File: src/hdl/fwd_pkg.sv
// ----------------------------------------------------------------------------
// fwd_pkg: shared definitions for the word delta decoder
// Field widths and default values used by the channel interfaces and the
// decoder top level.
// ----------------------------------------------------------------------------
package fwd_pkg;

	localparam int BYTE_W  = 8;
	localparam int WORD_W  = 16;
	localparam int ADDR_W  = 20;
	localparam int REP_W   = 8;
	localparam int PITCH_W = 12;

	localparam logic [PITCH_W-1:0] PITCH_RESET = 12'd320;

	localparam int FRAME_BYTES_DEF = 1048576;

endpackage

File: src/hdl/fwd_chunk_if.sv
// ----------------------------------------------------------------------------
// fwd_chunk_if: chunk byte channel
// Carries one payload byte and its chunk start mark per transaction.
// ----------------------------------------------------------------------------
interface fwd_chunk_if;

	logic                        valid;
	logic                        ready;
	logic [fwd_pkg::BYTE_W-1:0]  chunk_byte;
	logic                        chunk_start;

	modport source (output valid, output chunk_byte, output chunk_start, input ready);
	modport sink   (input valid, input chunk_byte, input chunk_start, output ready);

endinterface

File: src/hdl/fwd_write_if.sv
// ----------------------------------------------------------------------------
// fwd_write_if: frame-buffer write command channel
// Carries one write command (address, word, repeat, overrun flag).
// ----------------------------------------------------------------------------
interface fwd_write_if;

	logic                        valid;
	logic                        ready;
	logic [fwd_pkg::ADDR_W-1:0]  write_address;
	logic [fwd_pkg::WORD_W-1:0]  pixel_pair;
	logic [fwd_pkg::REP_W-1:0]   word_repeat;
	logic                        beyond_frame;

	modport source (output valid, output write_address, output pixel_pair,
		output word_repeat, output beyond_frame, input ready);
	modport sink   (input valid, input write_address, input pixel_pair,
		input word_repeat, input beyond_frame, output ready);

endinterface

File: src/hdl/fwd_cfg_if.sv
// ----------------------------------------------------------------------------
// fwd_cfg_if: configuration write channel
// Carries a new value of the line pitch register per transaction.
// ----------------------------------------------------------------------------
interface fwd_cfg_if;

	logic                         valid;
	logic                         ready;
	logic [fwd_pkg::PITCH_W-1:0]  line_pitch;

	modport source (output valid, output line_pitch, input ready);
	modport sink   (input valid, input line_pitch, output ready);

endinterface

File: src/hdl/flic_word_delta_decoder_top.sv
// ----------------------------------------------------------------------------
// flic_word_delta_decoder_top: word-oriented FLC delta chunk decoder
// Parses the delta chunk payload byte by byte and emits frame-buffer writes.
// ----------------------------------------------------------------------------
// Usage:
// The chunk channel takes one payload byte per transaction; chunk_start set
// on the first byte of a chunk clears the parser, row and column before that
// byte is parsed. The write channel delivers one command per literal word or
// per run of repeated words: byte address row * line_pitch + column (low 20
// bits), the word, its repeat count and a flag when the write runs past the
// frame store. The config channel writes line_pitch; it is always ready and
// must only be used while no byte is in flight.
// Every byte is parsed in the cycle it is accepted, so one byte is taken per
// cycle while the first stage can load. A write caused by a byte then passes
// three registered stages: parse stage, multiply stage (row times pitch), then
// the address add and overrun compare into the output register.
// Each stage holds its item while the next stage is full, so a stalled
// receiver only blocks the chunk channel once all three stages are occupied.
// Reset clears the parser to wait for the line count, empties the pipeline
// and sets line_pitch to 320.
// ----------------------------------------------------------------------------
module flic_word_delta_decoder_top #(
	parameter int FRAME_BYTES = fwd_pkg::FRAME_BYTES_DEF
) (
	input  logic          clk,
	input  logic          arst_n,
	fwd_chunk_if.sink     chunk,
	fwd_cfg_if.sink       cfg,
	fwd_write_if.source   wr
);

	localparam int BW = fwd_pkg::BYTE_W;
	localparam int WW = fwd_pkg::WORD_W;
	localparam int RW = fwd_pkg::REP_W;
	localparam int PW = fwd_pkg::PITCH_W;
	localparam int AW = fwd_pkg::ADDR_W;

	// Product of a 16-bit row and the pitch, then room for column and run.
	localparam int PROD_W  = WW + PW;
	localparam int SUM_W   = PROD_W + 1;
	localparam int FRAME_W = $clog2(FRAME_BYTES + 1);
	localparam int CMP_W   = (SUM_W > FRAME_W) ? SUM_W : FRAME_W;
	localparam logic [CMP_W-1:0] FRAME_LIMIT = CMP_W'(FRAME_BYTES);

	// Parser phases.
	localparam logic [3:0] PH_LINES_LO = 4'd0;
	localparam logic [3:0] PH_LINES_HI = 4'd1;
	localparam logic [3:0] PH_OP_LO    = 4'd2;
	localparam logic [3:0] PH_OP_HI    = 4'd3;
	localparam logic [3:0] PH_SKIP     = 4'd4;
	localparam logic [3:0] PH_COUNT    = 4'd5;
	localparam logic [3:0] PH_LIT_LO   = 4'd6;
	localparam logic [3:0] PH_LIT_HI   = 4'd7;
	localparam logic [3:0] PH_REP_LO   = 4'd8;
	localparam logic [3:0] PH_REP_HI   = 4'd9;
	localparam logic [3:0] PH_IDLE     = 4'd10;

	// Configuration register. Writes are always taken.
	logic [PW-1:0] pitch_q;

	assign cfg.ready = 1'b1;

	always_ff @(posedge clk or negedge arst_n) begin
		if (!arst_n) begin
			pitch_q <= fwd_pkg::PITCH_RESET;
		end else if (cfg.valid) begin
			pitch_q <= cfg.line_pitch;
		end
	end

	// Parser state.
	logic [3:0]    phase_q;
	logic [15:0]   lines_q;
	logic [13:0]   packets_q;
	logic [15:0]   column_q;
	logic [15:0]   row_q;
	logic [6:0]    literal_q;
	logic [RW-1:0] repeat_q;
	logic [BW-1:0] held_q;

	logic [3:0]    phase_d;
	logic [15:0]   lines_d;
	logic [13:0]   packets_d;
	logic [15:0]   column_d;
	logic [15:0]   row_d;
	logic [6:0]    literal_d;
	logic [RW-1:0] repeat_d;
	logic [BW-1:0] held_d;

	// Write request produced by the current byte.
	logic          emit;
	logic [15:0]   emit_row;
	logic [15:0]   emit_column;
	logic [WW-1:0] emit_word;
	logic [RW-1:0] emit_reps;

	// Pipeline stages: s1 parse result, s2 product, output register.
	logic          v_s1;
	logic [15:0]   row_s1;
	logic [15:0]   column_s1;
	logic [WW-1:0] word_s1;
	logic [RW-1:0] reps_s1;

	logic          v_s2;
	logic [PROD_W-1:0] prod_s2;
	logic [15:0]   column_s2;
	logic [WW-1:0] word_s2;
	logic [RW-1:0] reps_s2;

	logic          v_out_q;
	logic          load_out;
	logic          load_s2;
	logic          load_s1;
	logic          take;

	assign load_out = !v_out_q || wr.ready;
	assign load_s2  = !v_s2 || load_out;
	assign load_s1  = !v_s1 || load_s2;

	assign chunk.ready = load_s1;
	assign take        = chunk.valid && load_s1;

	// Parse one byte: clear on chunk start, then step the phase.
	always_comb begin
		logic [3:0]    ph;
		logic [15:0]   ln;
		logic [13:0]   pk;
		logic [15:0]   col;
		logic [15:0]   rw;
		logic [6:0]    lit;
		logic [RW-1:0] rep;
		logic [BW-1:0] held;
		logic [WW-1:0] w;
		logic [BW-1:0] b;
		logic          end_pkt;
		logic          end_ln;

		b = chunk.chunk_byte;
		if (chunk.chunk_start) begin
			ph   = PH_LINES_LO;
			ln   = '0;
			pk   = '0;
			col  = '0;
			rw   = '0;
			lit  = '0;
			rep  = '0;
			held = '0;
		end else begin
			ph   = phase_q;
			ln   = lines_q;
			pk   = packets_q;
			col  = column_q;
			rw   = row_q;
			lit  = literal_q;
			rep  = repeat_q;
			held = held_q;
		end

		w           = {b, held};
		emit        = 1'b0;
		emit_row    = rw;
		emit_column = col;
		emit_word   = w;
		emit_reps   = RW'(1);
		end_pkt     = 1'b0;
		end_ln      = 1'b0;

		unique case (ph)
			PH_LINES_LO, PH_OP_LO, PH_LIT_LO, PH_REP_LO: begin
				held = b;
				ph   = ph + 4'd1;
			end
			PH_LINES_HI: begin
				if (w == '0 || w[15]) begin
					ln = '0;
					ph = PH_IDLE;
				end else begin
					ln  = w;
					col = '0;
					ph  = PH_OP_LO;
				end
			end
			PH_OP_HI: begin
				if (w[15] && w[14]) begin
					// Line skip: the opcode is minus the number of lines.
					rw = rw - w;
					ph = PH_OP_LO;
				end else if (w[15] || w[14]) begin
					ph = PH_OP_LO;
				end else if (w == '0) begin
					end_ln = 1'b1;
				end else begin
					pk = w[13:0];
					ph = PH_SKIP;
				end
			end
			PH_SKIP: begin
				col = col + 16'(b);
				ph  = PH_COUNT;
			end
			PH_COUNT: begin
				if (b == '0) begin
					end_pkt = 1'b1;
				end else if (b[7]) begin
					rep = RW'(~b + 8'd1);
					ph  = PH_REP_LO;
				end else begin
					lit = b[6:0];
					ph  = PH_LIT_LO;
				end
			end
			PH_LIT_HI: begin
				emit = 1'b1;
				col  = col + 16'd2;
				lit  = lit - 7'd1;
				if (lit == '0) begin
					end_pkt = 1'b1;
				end else begin
					ph = PH_LIT_LO;
				end
			end
			PH_REP_HI: begin
				emit      = 1'b1;
				emit_reps = rep;
				col       = col + {7'd0, rep, 1'b0};
				rep       = '0;
				end_pkt   = 1'b1;
			end
			default: begin
				ph = PH_IDLE;
			end
		endcase

		if (end_pkt) begin
			pk = pk - 14'd1;
			if (pk == '0) begin
				end_ln = 1'b1;
			end else begin
				ph = PH_SKIP;
			end
		end
		if (end_ln) begin
			rw  = rw + 16'd1;
			col = '0;
			ln  = ln - 16'd1;
			ph  = (ln == '0) ? PH_IDLE : PH_OP_LO;
		end

		phase_d   = ph;
		lines_d   = ln;
		packets_d = pk;
		column_d  = col;
		row_d     = rw;
		literal_d = lit;
		repeat_d  = rep;
		held_d    = held;
	end

	always_ff @(posedge clk or negedge arst_n) begin
		if (!arst_n) begin
			phase_q   <= PH_LINES_LO;
			lines_q   <= '0;
			packets_q <= '0;
			column_q  <= '0;
			row_q     <= '0;
			literal_q <= '0;
			repeat_q  <= '0;
			held_q    <= '0;
		end else if (take) begin
			phase_q   <= phase_d;
			lines_q   <= lines_d;
			packets_q <= packets_d;
			column_q  <= column_d;
			row_q     <= row_d;
			literal_q <= literal_d;
			repeat_q  <= repeat_d;
			held_q    <= held_d;
		end
	end

	// Stage valid bits.
	always_ff @(posedge clk or negedge arst_n) begin
		if (!arst_n) begin
			v_s1    <= 1'b0;
			v_s2    <= 1'b0;
			v_out_q <= 1'b0;
		end else begin
			if (load_s1) begin
				v_s1 <= take && emit;
			end
			if (load_s2) begin
				v_s2 <= v_s1;
			end
			if (load_out) begin
				v_out_q <= v_s2;
			end
		end
	end

	// Stage payloads carry no reset.
	logic [SUM_W-1:0] addr_full;
	logic [CMP_W-1:0] addr_end;

	assign addr_full = {1'b0, prod_s2} + SUM_W'(column_s2);
	assign addr_end  = CMP_W'(addr_full) + CMP_W'({reps_s2, 1'b0});

	always_ff @(posedge clk) begin
		if (load_s1) begin
			row_s1    <= emit_row;
			column_s1 <= emit_column;
			word_s1   <= emit_word;
			reps_s1   <= emit_reps;
		end
		if (load_s2) begin
			prod_s2   <= PROD_W'(row_s1 * pitch_q);
			column_s2 <= column_s1;
			word_s2   <= word_s1;
			reps_s2   <= reps_s1;
		end
		if (load_out) begin
			wr.write_address <= addr_full[AW-1:0];
			wr.pixel_pair    <= word_s2;
			wr.word_repeat   <= reps_s2;
			wr.beyond_frame  <= addr_end > FRAME_LIMIT;
		end
	end

	assign wr.valid = v_out_q;

endmodule

File: src/flat_wrapper.sv
// flat-port wrapper written by rule: the top's interface ports become plain ports
module flic_word_delta_decoder_top_flat 
#(
	parameter int FRAME_BYTES = fwd_pkg::FRAME_BYTES_DEF
)
  (clk, arst_n, chunk_valid, chunk_chunk_byte, chunk_chunk_start, chunk_ready, cfg_valid, cfg_line_pitch, cfg_ready, wr_valid, wr_write_address, wr_pixel_pair, wr_word_repeat, wr_beyond_frame, wr_ready);
  fwd_chunk_if chunk_i ();
  fwd_cfg_if cfg_i ();
  fwd_write_if wr_i ();
  input  logic clk;
  input  logic arst_n;
  input wire logic [$bits(chunk_i.valid)-1:0] chunk_valid;
  input wire logic [$bits(chunk_i.chunk_byte)-1:0] chunk_chunk_byte;
  input wire logic [$bits(chunk_i.chunk_start)-1:0] chunk_chunk_start;
  output wire logic [$bits(chunk_i.ready)-1:0] chunk_ready;
  input wire logic [$bits(cfg_i.valid)-1:0] cfg_valid;
  input wire logic [$bits(cfg_i.line_pitch)-1:0] cfg_line_pitch;
  output wire logic [$bits(cfg_i.ready)-1:0] cfg_ready;
  output wire logic [$bits(wr_i.valid)-1:0] wr_valid;
  output wire logic [$bits(wr_i.write_address)-1:0] wr_write_address;
  output wire logic [$bits(wr_i.pixel_pair)-1:0] wr_pixel_pair;
  output wire logic [$bits(wr_i.word_repeat)-1:0] wr_word_repeat;
  output wire logic [$bits(wr_i.beyond_frame)-1:0] wr_beyond_frame;
  input wire logic [$bits(wr_i.ready)-1:0] wr_ready;
  assign chunk_i.valid = chunk_valid;
  assign chunk_i.chunk_byte = chunk_chunk_byte;
  assign chunk_i.chunk_start = chunk_chunk_start;
  assign chunk_ready = chunk_i.ready;
  assign cfg_i.valid = cfg_valid;
  assign cfg_i.line_pitch = cfg_line_pitch;
  assign cfg_ready = cfg_i.ready;
  assign wr_valid = wr_i.valid;
  assign wr_write_address = wr_i.write_address;
  assign wr_pixel_pair = wr_i.pixel_pair;
  assign wr_word_repeat = wr_i.word_repeat;
  assign wr_beyond_frame = wr_i.beyond_frame;
  assign wr_i.ready = wr_ready;
  flic_word_delta_decoder_top #(.FRAME_BYTES(FRAME_BYTES)) u_core (.clk(clk), .arst_n(arst_n), .chunk(chunk_i), .cfg(cfg_i), .wr(wr_i));
endmodule
File: config.mk
export PLATFORM = sky130hd
export DESIGN_NAME = flic_word_delta_decoder_top_flat
export DESIGN_NICKNAME = d
export VERILOG_FILES = /design/src/hdl/fwd_pkg.sv /design/src/hdl/fwd_chunk_if.sv /design/src/hdl/fwd_write_if.sv /design/src/hdl/fwd_cfg_if.sv /design/src/hdl/flic_word_delta_decoder_top.sv /design/src/flat_wrapper.sv
export SDC_FILE = /design/constraint.sdc
export NUM_CORES = 1
export LEC_CHECK = 0
export BUFFER_PORTS_ARGS = -buffer_cell sky130_fd_sc_hd__buf_2
export CAP_MARGIN = 20
export CORE_UTILIZATION = 65
export DETAILED_ROUTE_END_ITERATION = 6
export PLACE_DENSITY_LB_ADDON = 0.25
export RECOVER_POWER = 100
export SLEW_MARGIN = 15
export SYNTH_ARGS = -nofsm -noshare
export SYNTH_HDL_FRONTEND = slang
export SYNTH_SLANG_ARGS = --single-unit
File: constraint.sdc
create_clock -name clk -period 13.86 [get_ports clk]
set_input_delay 0 -clock clk [delete_from_list [all_inputs] [get_ports clk]]
set_output_delay 0 -clock clk [all_outputs]
set_load 0.005 [all_outputs]
# [After elaboration in Yosys (flattened, before gate mapping)]
# Index checks and enable logic that the tools add are counted.
[totals] regBits=273 latchBits=0 mem_bits_rw=0 rom_bits=0 inputBits=26 out_inout_bits=48 mem_count=0
[op_classes] addsub=12 n_mul=1 div=0 magnitude_cmp=1 n_eq_ne=9 shifts=0 mux=51 n_bitwise=1 reduce_logical=19
[ops] operator="$mux W16" count=11
[ops] operator="$mux W14" count=6
[ops] operator="$pmux W16 S4" count=1
[ops] operator="$mux W4" count=12
[ops] operator="$mux W8" count=5
[ops] operator="$logic_not A16 Y1" count=2
[ops] operator="$add A28 B16 Y29" count=1
[ops] operator="$add A29 B9 Y29" count=1
[ops] operator="$gt A29 B21 Y1 const B" count=1
[ops] operator="$mul A16 B12 Y28" count=1
[ops] operator="$pmux W4 S7" count=1
[ops] operator="$mux W7" count=3
[ops] operator="$add A16 B1 Y16 const B" count=1
[ops] operator="$add A16 B2 Y16 const B" count=1
[ops] operator="$add A16 B8 Y16" count=1
[ops] operator="$add A16 B9 Y16" count=1
[ops] operator="$eq A4 B3 Y1 const B" count=4
[ops] operator="$pmux W8 S2" count=1
[ops] operator="$sub A16 B1 Y16 const B" count=1
[ops] operator="$sub A16 B16 Y16" count=1
[ops] operator="$logic_not A14 Y1" count=1
[ops] operator="$pmux W7 S2" count=1
[ops] operator="$sub A14 B1 Y14 const B" count=1
[ops] operator="$mux W1" count=9
[ops] operator="other kinds (16)" count=26

# [Depth between registers and ports, before layout]
[depth] depth_word=11 depth_mapped=26 depth_no_buf=23

# [Least setup slack after synthesis]
# OpenSTA, ideal clock, no wires.
[synth_timing] path_type="register -> register" start="register u_core.pitch_q[5]" end="register u_core.prod_s2[27], data pin" arrival_ps=5555 path_slack_ps=8038 stages_incl_launch_ff=21 synth_period_minus_slack_ps=5822 path_cell_list="dfrtp_1 clkbuf_1 clkbuf_1 nand2_1 fa_1 fa_1 fa_1 inv_1 fa_1 inv_1 fa_1 inv_1 ha_1 or2_2 nor3_1 a2111oi_0 o31ai_1 a31oi_1 a31o_2 o41ai_1 xnor2_1"
[synth_via] elab_chain_cells=1
[synth_rtl] element="from (decl)" line="flic_word_delta_decoder_top.sv:59" source="logic [PW-1:0] pitch_q;"
[synth_rtl] element="from (signal assigned)" line="flic_word_delta_decoder_top.sv:65" source="pitch_q <= fwd_pkg::PITCH_RESET;"
[synth_rtl] element="from (signal assigned)" line="flic_word_delta_decoder_top.sv:67" source="pitch_q <= cfg.line_pitch;"
[synth_rtl] element="$mul A16 B12 Y28" line="flic_word_delta_decoder_top.sv:315" source="prod_s2 <= PROD_W'(row_s1 * pitch_q);"
[synth_rtl] element="to (signal assigned)" line="flic_word_delta_decoder_top.sv:315"
[synth_rtl] element="to (decl)" line="flic_word_delta_decoder_top.sv:105" source="logic [PROD_W-1:0] prod_s2;"
# Every way passes these cells.
# A chain may end at the register's enable or synchronous reset.

# [Worst setup path in the final report]
[layout_timing] start="input port chunk_chunk_start" end="register u_core.lines_q[7]"
[layout_via] elab_chain_cells=11 word_cells_on_any_way=32 cone_classes="add/sub: 3; eq/ne: 5; mux: 20; reduce/logical: 4"
[layout_rtl] element="from (decl)" line="flat_wrapper.sv:14" source="input wire logic [$bits(chunk_i.chunk_start)-1:0] chunk_chunk_start;"
[layout_rtl] element="$mux W8" line="flic_word_delta_decoder_top.sv:139" source="if (chunk.chunk_start) begin"
[layout_rtl] element="$logic_not A16 Y1" line="flic_word_delta_decoder_top.sv:174, flic_word_delta_decoder_top.sv:190"
[layout_rtl] element="$mux W14" line="flic_word_delta_decoder_top.sv:190" source="end else if (w == '0) begin"
[layout_rtl] element="$mux W14" line="flic_word_delta_decoder_top.sv:188" source="end else if (w[15] || w[14]) begin"
[layout_rtl] element="$mux W14" line="flic_word_delta_decoder_top.sv:184" source="if (w[15] && w[14]) begin"
[layout_rtl] element="$mux W14" line="flic_word_delta_decoder_top.sv:168" source="unique case (ph)"
[layout_rtl] element="$sub A14 B1 Y14" line="flic_word_delta_decoder_top.sv:235" source="pk = pk - 14'd1;"
[layout_rtl] element="$logic_not A14 Y1" line="flic_word_delta_decoder_top.sv:236" source="if (pk == '0) begin"
[layout_rtl] element="$mux W1" line="flic_word_delta_decoder_top.sv:236"
[layout_rtl] element="$mux W1" line="flic_word_delta_decoder_top.sv:234" source="if (end_pkt) begin"
[layout_rtl] element="$mux W16 *" line="flic_word_delta_decoder_top.sv:242" source="if (end_ln) begin"
[layout_rtl] element="to (signal assigned)" line="flic_word_delta_decoder_top.sv:271" source="lines_q <= lines_d;"
[layout_rtl] element="to (decl)" line="flic_word_delta_decoder_top.sv:73" source="logic [15:0] lines_q;"
# Mark *: on every way between the ends. The rest lies on a longest branch, timed or not.

==> run summary <==
==================================================================================================
Run status .......................................................................... finished, violations left
Violated checks ..................................................................... capacitance limit, slew limit
Ordered cell list for the critical path ............................................. buf_2 -> clkbuf_1 -> inv_1 -> clkbuf_1 -> nand2_1 -> inv_1 -> ha_1 -> nand3_1 -> a21oi_1 -> nand2_1 -> a21oi_1 -> inv_1 -> ha_1 -> o311ai_0 -> nor2_1 -> nor3b_1 -> o2111ai_2 -> o31ai_1 -> buf_4 -> o311ai_0 -> xor2_1 -> o21ai_1
Relative slew slack .................................................................        -1.67
Worst slack after detailed placement ................................................      7.64 ns
RSZ-0062 raised after global routing ................................................           no
Peak supply drop ....................................................................   0.000120 V
Synth unique cells ..................................................................           91
Hpwl dp .............................................................................    38,400 um
Launch instance of the worst min-delay path .........................................  chunk_valid
Fraction of synthesized area in multiplexers ........................................       0.0165
Final Critical Period ...............................................................      9.20 ns
Most common cell on crit path ....................................................... sky130_fd_sc_hd__inv_1
Critical Path Slowest Stage Cell .................................................... sky130_fd_sc_hd__o31ai_1
Avg Synthesized Cell Area ...........................................................     9.52 um2
Capture endpoint of the worst hold path .............................................  u_core.v_s1
Adder and majority cell fraction of the synthesized area ............................        0.208
Largest net degree at the start of global routing ...................................          103
Final standard cell utilization of the core .........................................        0.728
Initial antenna violation count .....................................................            0
Timing startpoint of the critical path .............................................. chunk_chunk_start
Worst slew pin tran .................................................................      4.01 ns
Top cells by count, synth ........................................................... 308 x sky130_fd_sc_hd__nand2_1, 239 x sky130_fd_sc_hd__inv_1, 169 x sky130_fd_sc_hd__edfxtp_1, 145 x sky130_fd_sc_hd__fa_1, 133 x sky130_fd_sc_hd__ha_1
Worst Path Class, Setup .............................................................       in2reg
Most repeated cell in the gate-level netlist after synthesis ........................ sky130_fd_sc_hd__nand2_1
Power per cell area .................................................................   102 nW/um2
Net total in the final layout .......................................................        2,666
Initial detailed-routing violation count ............................................        1,497
Number of buffers and inverters on the critical path ................................            7
Net Count, Synth ....................................................................        2,614
Core Region .........................................................................   32,900 um2
Worst setup margin ..................................................................      4.66 ns
Clock transition time at the flip-flop clock pins of the worst setup and hold paths .      0.06 ns
Number of placement rows ............................................................           66
Hold violation total from the final report ..........................................            0
Critical path fanouts, max ..........................................................           39
Worst path top cell family by delay ................................................. compound AO/OA/AOI/OAI gates
Synthesis-stage register bit count ..................................................          273
Global-route usage over all layers ..................................................        0.318
Starting density of the core ........................................................        0.668
Count of clock tree sinks ...........................................................          273
Count of hold-fix buffers inserted at cts ...........................................           37
Leakage .............................................................................      10.9 nW
Xor and xnor area share after synthesis .............................................       0.0430
Number of levels the H-tree was split into ..........................................            1
Vias ................................................................................       17,300
Die span in y .......................................................................       186 um
Total wirelength of the detailed-routed design ......................................    53,000 um
Fraction of post-synthesis cell area in the top cell type by area ...................        0.231
Count of pins over their slew limit .................................................          538
Crit path required time .............................................................     14.15 ns
Yosys synthesis warning count .......................................................            0
Growth of design area from synthesis to finish ......................................        9.03%
Post-cts repair resize count ........................................................            0
Period Utilization, post-route ......................................................        0.664
Clock insertion delay at the later pin of the skew report ...........................      0.58 ns
Area share of and/or/nand/nor cells after synthesis .................................        0.177
Crit Reg-Reg Startpoint ............................................................. u_core.phase_q[1]
Seq/Total Area, Yosys ...............................................................        0.349
DIE AREA ............................................................................   34,600 um2
Clock tree from TritonCTS ...........................................................          yes
Final setup violation count .........................................................            0
Number of buffers added for setup after CTS .........................................            0
Worst Clk Skew ......................................................................    0.0273 ns
Area after detailed placement .......................................................   22,600 um2
Clk buf depth .......................................................................            3
Width of the die ....................................................................       186 um
Library cell with the largest summed area after synthesis ........................... sky130_fd_sc_hd__edfxtp_1
Wire length of the first global-routing pass ........................................    86,500 um
Buffer type at the clock tree root .................................................. sky130_fd_sc_hd__clkbuf_16
Endpoint class of the critical path .................................................    flip-flop
Number of iterations in the first detailed-routing pass .............................            6
Syn Inst Count ......................................................................        2,310
Post-detailed-route DRC marker count ................................................            0
Via count of the first global-routing pass ..........................................       17,200
Achievable frequency ................................................................      109 MHz
Maximum Capacitance Violations ......................................................           11
Vias per Instance ...................................................................         6.12
Reg-to-reg critical path endpoint ................................................... u_core.lines_q[7]
Synth async-reset ratio .............................................................        0.381
Path depth of the worst reg2reg path ................................................           17
Data arrival time of the worst path .................................................      9.49 ns
Hold Path Depth .....................................................................            4
Number of input and output port buffers inserted ....................................           72
Syn Std Cell Area ...................................................................   22,000 um2
Overflow left after global routing ..................................................            0
Number of ports placed on the die boundary ..........................................           74
Fin Setup TNS .......................................................................         0 ns
Number of enable flip-flop cells after synthesis ....................................          169
Largest family of logic cells by synthesized area ...................................  adder cells
Max stage delay on crit path ........................................................      1.58 ns
Avg WL per Cell .....................................................................      18.8 um
Cts bufs inserted ...................................................................           30
Synthesized-area fraction occupied by ao, oa, aoi and oai cells .....................        0.145
Setup crit start kind ...............................................................   input port
Layout cell share with drive strength beyond 1 ......................................       0.0566
Detail Route Antenna Nets ...........................................................            0
Global placer's final weighted congestion ...........................................        0.906
Reg-to-reg setup timing slack .......................................................      6.28 ns
Area of all placed cells without fillers ............................................   24,000 um2
Path type of the worst min-delay path ...............................................       in2reg
Antenna fix cells ...................................................................            0
Most used flip-flop cell after synthesis ............................................ sky130_fd_sc_hd__edfxtp_1
Leading cell types by total area after synthesis .................................... sky130_fd_sc_hd__edfxtp_1 23%, sky130_fd_sc_hd__fa_1 13%, sky130_fd_sc_hd__dfrtp_1 12%, sky130_fd_sc_hd__ha_1 7.6%, sky130_fd_sc_hd__nand2_1 5.3%
==================================================================================================
-- layer usage --
layer / track usage / share of wire / wire, um / vias up
met5: 0 / 0 / 0 / -
met4: 0.126 / 0.037 / 1940 / 0
met3: 0.0409 / 0.069 / 3680 / 132
met2: 0.525 / 0.47 / 25200 / 702
met1: 0.426 / 0.42 / 22300 / 8415
li1: - / - / - / 8068
-- sequential cells by signal, summed over array words and instances (netlist names) --
signal / count
u_core.pitch_q: 12
u_core.column_s2: 16
u_core.packets_q: 14
u_core.row_q: 16
u_core.wr.write_address: 20
u_core.wr.beyond_frame: 1
u_core.phase_q: 4
u_core.prod_s2: 28
u_core.v_s1: 1
u_core.word_s2: 16
u_core.reps_s1: 8
u_core.held_q: 8
u_core.wr.pixel_pair: 16
u_core.reps_s2: 8
u_core.word_s1: 16
u_core.literal_q: 7
u_core.wr.valid: 1
u_core.v_s2: 1
u_core.repeat_q: 8
u_core.column_q: 16
u_core.lines_q: 16
u_core.row_s1: 16
u_core.column_s1: 16
u_core.wr.word_repeat: 8
-- area by class of cell --
class,count,area (um2)
Clock buffer,33,772
Clock inverter,23,390
Fill cell,2368,8970
Inverter,239,897
Multi-Input combinational cell,1695,12900
Sequential cell,273,7680
Tap cell,442,553
Timing Repair Buffer,123,747
-- worst max-delay path by stage --
stage                    endpoint  cells after the start
2_1_floorplan  u_core.prod_s2[27]                     20
3_3_place_gp   u_core.prod_s2[27]                     18
3_5_place_dp   u_core.prod_s2[26]                     19
4_1_cts        u_core.prod_s2[26]                     19
5_1_grt         u_core.lines_q[7]                     22
6_report        u_core.lines_q[7]                     22
-- cell families after synthesis --
kind of cell / Yosys count
compound gates: 477
xor+xnor: 108
fa+ha+maj: 278
buf+inv: 342
flops: 273
mux: 34
other cells: 1
simple gates: 797
-- metrics by stage --
step                instances  total power [W]  hold slack [ns]
floorplan                2310          0.00137           -0.296
global placement         2733          0.00149           0.0516
detailed placement       2733          0.00151           0.0641
CTS                      2826          0.00245           0.0365
global route             2828          0.00254            0.275
finish                   2828          0.00244            0.223
-- cells in the final DEF, fill, tap and decap left out, types with 28 or more instances in the layout --
master                            n
sky130_fd_sc_hd__nor3_1          56
sky130_fd_sc_hd__a21o_1          33
sky130_fd_sc_hd__o21ai_0        116
sky130_fd_sc_hd__ha_1           133
sky130_fd_sc_hd__a22o_1          28
sky130_fd_sc_hd__inv_1          239
sky130_fd_sc_hd__edfxtp_1       169
sky130_fd_sc_hd__xnor2_1         81
sky130_fd_sc_hd__fa_1           145
sky130_fd_sc_hd__clkbuf_1        55
sky130_fd_sc_hd__dlygate4sd3_1   37
sky130_fd_sc_hd__dfrtp_1        102
sky130_fd_sc_hd__and2_1          86
sky130_fd_sc_hd__clkbuf_16       30
sky130_fd_sc_hd__nand2_1        308
sky130_fd_sc_hd__nor2b_1         53
sky130_fd_sc_hd__nor2_1         121
sky130_fd_sc_hd__a21oi_1        101
sky130_fd_sc_hd__nand3_1         42
-- worst reg2reg max path, cell delays in order (launching register included) --
cell and delay, ns:
sky130_fd_sc_hd__dfrtp_1 0.34, sky130_fd_sc_hd__nor2b_1 0.35, sky130_fd_sc_hd__ha_1 0.42, sky130_fd_sc_hd__nand3_1 0.28
sky130_fd_sc_hd__a21oi_1 1.50, sky130_fd_sc_hd__nand2_1 0.13, sky130_fd_sc_hd__a21oi_1 0.31, sky130_fd_sc_hd__inv_1 0.09
sky130_fd_sc_hd__ha_1 0.27, sky130_fd_sc_hd__o311ai_0 0.27, sky130_fd_sc_hd__nor2_1 0.15, sky130_fd_sc_hd__nor3b_1 0.29
sky130_fd_sc_hd__o2111ai_2 0.18, sky130_fd_sc_hd__o31ai_1 1.58, sky130_fd_sc_hd__buf_4 0.57, sky130_fd_sc_hd__o311ai_0 0.26
sky130_fd_sc_hd__xor2_1 0.24, sky130_fd_sc_hd__o21ai_1 0.07
-- where the power goes --
group	total, W	internal [W]	switching, W	leakage, nW
Clock	0.000929	0.000589	0.000340	0.553
Combinational	0.000487	0.000195	0.000293	6.90
Sequential	0.00102	0.000946	0.0000757	3.41
Total	0.00244	0.00173	0.000708	10.9
(Power assumes the default switching activity.)
